==> config.mk <==
export PLATFORM = sky130hd
export DESIGN_NAME = tcc_sqrt
export DESIGN_NICKNAME = d
export VERILOG_FILES = /design/src/sv/tcc_sqrt.sv
export SDC_FILE = /design/constraint.sdc
export NUM_CORES = 2
export LEC_CHECK = 0
export BUFFER_PORTS_ARGS = -buffer_cell sky130_fd_sc_hd__buf_2
export CORE_ASPECT_RATIO = 0.75
export CORE_MARGIN = 4
export CORE_UTILIZATION = 60
export DETAILED_ROUTE_END_ITERATION = 6
export PLACE_DENSITY_LB_ADDON = 0.2
export RECOVER_POWER = 100
export SLEW_MARGIN = 20
export SYNTH_ARGS = -nofsm -noshare
export SYNTH_HDL_FRONTEND = slang
export SYNTH_SLANG_ARGS = --single-unit
==> constraint.sdc <==
create_clock -name clk -period 4.5 [get_ports clk]
set_clock_uncertainty 0.05 [all_clocks]
set_input_delay 0.225 -clock clk [delete_from_list [all_inputs] [get_ports clk]]
set_output_delay 0.225 -clock clk [all_outputs]
set_load 0.05 [all_outputs]
==> src/sv/tcc_sqrt.sv <==
// ----------------------------------------------------------------------------
// tcc_sqrt
// Pipelined 64-bit integer square root, one result bit per stage.
// ----------------------------------------------------------------------------
`default_nettype none

module tcc_sqrt #(
    parameter int TB = 8
) (
    input  wire logic          clk,
    input  wire logic          en,
    input  wire logic [63:0]   s_in,
    input  wire logic [TB-1:0] tag_in,
    output      logic [31:0]   root,
    output      logic [TB-1:0] tag_out
);
    logic [63:0] s_reg [33];
    logic [31:0] q_reg [33];
    logic [TB-1:0] t_reg [33];

    always_ff @(posedge clk)
    begin
        if (en)
        begin
            s_reg[0] <= s_in;
            q_reg[0] <= '0;
            t_reg[0] <= tag_in;
        end
    end

    for (genvar k = 0; k < 32; k++) begin : g_step
        localparam int SH = 2 * (31 - k);
        logic [65:0] trial;
        always_comb
            trial = ({34'd0, q_reg[k]} << (SH + 2)) | (66'd1 << SH);
        always_ff @(posedge clk)
        begin
            if (en)
            begin
                if ({2'b00, s_reg[k]} >= trial)
                begin
                    s_reg[k+1] <= s_reg[k] - trial[63:0];
                    q_reg[k+1] <= {q_reg[k][30:0], 1'b1};
                end
                else
                begin
                    s_reg[k+1] <= s_reg[k];
                    q_reg[k+1] <= {q_reg[k][30:0], 1'b0};
                end
                t_reg[k+1] <= t_reg[k];
            end
        end
    end

    assign root    = q_reg[32];
    assign tag_out = t_reg[32];
endmodule

`default_nettype wire

== After elaboration in Yosys (flattened, before gate mapping) ==
Memory sizes are Yosys's and may differ from the RTL's.
Cells that the tools add are included.

* Register bits: 0
* Bits in writable memories: 3,432
* Memories kept: 3

{| class="wikitable"
|+ Memories
! memory !! depth !! width !! rd ports !! clocked after Yosys merged registers in !! wr ports !! line !! text
|-
| s_reg || 33 || 64 || 32 || 0 || 33 || 17 || <nowiki>logic [63:0] s_reg [33];</nowiki>
|-
| q_reg || 33 || 32 || 33 || 0 || 33 || 18 || <nowiki>logic [31:0] q_reg [33];</nowiki>
|-
| t_reg || 33 || 8 || 33 || 0 || 33 || 19 || <nowiki>logic [TB-1:0] t_reg [33];</nowiki>
|}

* $add $sub $neg: 32
* $lt $le $gt $ge: 32
* Muxes and demuxes: 258
* Bitwise gates (word level): 64

{| class="wikitable"
|+ Operator list
! kind !! count
|-
| 64-bit 2-to-1 mux || 32
|-
| 64-bit by 66-bit >= comparator with 1-bit output || 16
|-
| 32-bit 2-to-1 mux || 32
|-
| 64-bit subtractor || 16
|-
| 1-bit 2-to-1 mux || 194
|-
| 64-bit by 34-bit >= comparator with 1-bit output || 1
|-
| 64-bit by 36-bit >= comparator with 1-bit output || 1
|-
| 64-bit by 38-bit >= comparator with 1-bit output || 1
|-
| 64-bit by 40-bit >= comparator with 1-bit output || 1
|-
| 64-bit by 42-bit >= comparator with 1-bit output || 1
|-
| 64-bit by 44-bit >= comparator with 1-bit output || 1
|-
| 64-bit by 46-bit >= comparator with 1-bit output || 1
|-
| 64-bit by 48-bit >= comparator with 1-bit output || 1
|-
| 64-bit by 50-bit >= comparator with 1-bit output || 1
|-
| 64-bit by 52-bit >= comparator with 1-bit output || 1
|-
| 64-bit by 54-bit >= comparator with 1-bit output || 1
|-
| 64-bit by 56-bit >= comparator with 1-bit output || 1
|-
| 64-bit by 58-bit >= comparator with 1-bit output || 1
|-
| 64-bit by 60-bit >= comparator with 1-bit output || 1
|-
| 64-bit by 62-bit >= comparator with 1-bit output || 1
|-
| 64-bit >= comparator || 1
|-
| 1-bit OR || 64
|-
| 64-bit by 34-bit subtractor with 64-bit output || 1
|-
| 64-bit by 36-bit subtractor with 64-bit output || 1
|-
| other kinds (14) || 14
|}

== Logic depth before layout (Yosys ltp) ==
An unclocked memory read counts as a cell.

* Word-level depth: 6
* Gate-level depth with buffers: 15

== Worst setup path before layout ==
Ideal clock, no wire load.

* Path type: input -> register
* Start: input port en
* End: memory q_reg[31][0], enable pin
* Setup time: 487 ps
* Data arrival time: 3,589 ps
* Slack: 373 ps
* Stages on the path: 4
* Path through: clkbuf_1 > clkbuf_1 > clkbuf_1 > clkbuf_1

{| class="wikitable"
|+ RTL lines
! what !! line !! text
|-
| from (decl) || 11 || <nowiki>input wire logic en,</nowiki>
|-
| to (decl) || 18 ||
|}

==> metrics.cfg <==
[finish]
drive_above_1_share_pct = 6.48
max_ffs_per_register = 2048
most_frequent_standard_cell_in_the_layout_excluding_fill_and_tap_cells = edfxtp_1
nNetsFinal = 11000
layout.cells.most_common_list = 2839 x edfxtp_1, 707 x nand2_1, 693 x inv_1
final_area_um2 = 145000
area_growth_syn_to_layout_pct = 10.9

[global_route]
grt_overflow_total = 0
antenna_found_initial = 28
first_pass_grt_wire_length_um = 497000
via_count_of_the_first_global_routing_pass = 78300
track_usage_pct = 29.3
maximum_number_of_pins_on_one_net_before_global_route_repair = 181

[setup_path]
path_depth = 10
critical-path-slowest-cell = xor2_4
timing.setup.critical_path_class = reg2reg
r2r_slack_ns = -0.04
timing.critical_path.to_type = flop
cp.buffers_inverters = 0
path_delay_family = simple AND/OR/NAND/NOR gates
critical_path_cell_list = or4_1, or3_1, or3_1, or4b_1, a311oi_2, o31ai_4, o211ai_4, or3_1, nor2_2, xor2_4
worst_ep_arrival_time_ns = 5.02
worst_r2r_path_depth = 10
timing.critical_path.mode_cell = or3_1
setup.worst_path.start = s_reg[22][45]$_DFFE_PP_
critical_path_required_ns = 4.97
worst-path-max-fanout = 14
crit-reg2reg-capture = s_reg[23][51]$_DFFE_PP_
timing.critical_path.slowest_cell_delay_ns = 0.67
rr_startpoint = s_reg[22][45]$_DFFE_PP_
critPathCapture = s_reg[23][51]$_DFFE_PP_
startpoint_type = flop

[placed_design]
placed_cell_area_um2 = 135000
detailedPlacementHpwl_um = 249000
placement.io_buffers = 113
place_congestion = 1.01

[clock_tree]
tritoncts = done
cts.sinks = 2840
path_clk_slew_ns = 0.07
worst_skew_pair.late_latency_ns = 0.87
cts.path.max_buffers = 4
cts_root_buffer = clkbuf_16
htree_num_levels = 5
number_of_buffers_created_by_cts = 275

[route]
initialDrtViolationCount = 11900
routed_wirelength_um = 336000
via_count = 84400
antenna_left = 0
wl_per_cell_um = 25.0
drtPass1Iterations = 6
route.detailed.vias_per_inst = 6.26
drc_markers = 0

[outcome]
run_status = complete, but fails checks
violations = capacitance limit, slew limit, setup timing

[hold_path]
kind_of_path_behind_the_tightest_hold_check = in2reg
depth_of_the_worst_hold_timing_path = 2

[synthesis]
post_synth.cell_area_avg_um2 = 13.1
seq_area_frac_synth_pct = 65.4
yosys_warnings = 0
postSynthNetCount = 10600
number_of_synthesized_flops_with_an_enable_pin = 2839
async_flop_share_pct = 0
syn-cell-area_um2 = 130000
ys.flop_type = edfxtp_1
synth_cell_types = 94
syn_inst = 9966
synth_seq_cells = 2840

[timing]
drv_slew = 1639
maxSlewHeadroom_pct = -111
holdWs_ns = 0.0546
tightestPinTransition_ns = 3.17
finalHoldViolations = 0
fmaxAchievable_mhz = 220
timing.final.crit_period_ns = 4.54
post-route-worst-setup-slack_ns = -0.0415
layout_worst_path_cycle_share_pct = 101
setup_viol_count_final = 1

[power_and_ir_drop]
static-leakage-power_nw = 53.8
vdd_ir_drop_max_mv = 0.428
p_per_area_nw_per_um2 = 507

[die]
floorplan.die.height_um = 412
die_width_um = 546
initial_core_util_pct = 60.6
fp.coreArea_um2 = 215000
boundaryPins = 114
fp-row-count = 147
die_area_um2 = 225000

[job]
maxCapViolations = 25

per-stage QoR:
stage               util, %  setup TNS [ns]  worst slack [ns]  total power [mW]  cells
floorplan                 -               0             0.373              45.1   9966
global placement       62.7          -0.408            -0.408              50.0  12800
detailed placement     62.7               0            0.0358              50.3  12800
CTS                    67.4               0             0.155              73.0  13400
global route           67.2         -0.0247           -0.0247              76.3  13500
finish                 67.2         -0.0415           -0.0415              73.3  13500
cells by family after synthesis:
logic type	synth area share [%]
compound gates	8.50
xor+xnor	5.87
fa+ha+maj	5.36
buf+inv	2.64
flops	65.4
mux	0.671
simple gates	11.5
cells in the mapped netlist, types with 28 or more instances:
cell	n	share of area, %
or2_2	43	0.21
edfxtp_1	2839	65
ha_1	558	5.4
nand3_1	167	0.64
nand2b_1	110	0.53
o21ai_0	527	2.0
inv_1	693	2.0
o21a_1	86	0.50
nor4b_1	50	0.34
nor4_1	344	1.7
clkbuf_1	179	0.52
nor2_1	571	1.6
nand4_1	141	0.68
nand3b_1	28	0.16
a211oi_1	41	0.24
nand2_1	708	2.0
and2_1	63	0.30
or4_1	66	0.38
or3_1	125	0.60
a21o_1	229	1.3
o31ai_1	38	0.22
xor2_1	438	2.9
a21oi_1	548	2.1
xnor2_1	436	2.9
nor2b_1	71	0.34
a31oi_1	57	0.27
and3_1	45	0.22
mux2_2	67	0.58
nor3_1	249	0.96
o21bai_1	44	0.25
cell type report:
type	instances	area [um2]
Fill cell	14900	70400
Clock buffer	342	7350
Antenna cell	37	92.6
Clock inverter	139	1340
Inverter	695	2610
Sequential cell	2840	85300
Multi-Input combinational cell	6221	41700
Timing Repair Buffer	375	2640
Tap cell	2831	3540
layer usage:
| layer | part of all wire [%] | vias to the layer above | track usage (%) |
|---|---|---|---|
| met2 | 39 | 4595 | 39.0 |
| met4 | 2.1 | 14 | 6.29 |
| met1 | 45 | 41000 | 46.5 |
| li1 | - | 38300 | - |
| met5 | 0.24 | - | 2.31 |
| met3 | 13 | 482 | 9.53 |
power breakdown:
| group | switching [mW] | internal (mW) | total [mW] |
|---|---|---|---|
| sequential | 3.05 | 33.2 | 36.2 |
| clock | 9.83 | 12.9 | 22.7 |
| combinational | 8.79 | 5.56 | 14.3 |
| total | 21.7 | 51.6 | 73.3 |
what timing repair did:
action / 4_1_cts / 5_1_grt
endpoints found under the hold margin: 114 / 0
endpoints found under the setup margin: 1 / 5
gates resized for setup: 1 / 6
buffers inserted: 0 / 1
hold buffers: 130 / 0
pin swaps: 0 / 0
worst min path at each step:
stage / startpoint / to / slack (ns)
global route: tag_in[6] / t_reg[0][6]$_DFFE_PP_ / 0.02
CTS: s_in[9] / s_reg[0][9]$_DFFE_PP_ / 0.0009
global placement: t_reg[30][3]$_DFFE_PP_ / t_reg[31][3]$_DFFE_PP_ / 0.35
finish: s_in[9] / s_reg[0][9]$_DFFE_PP_ / 0.05
detailed placement: s_in[46] / s_reg[0][46]$_DFFE_PP_ / 0.35
floorplan: s_in[0] / s_reg[0][0]$_DFFE_PP_ / 0.27
No activity file was read; power rests on OpenSTA's default activity.
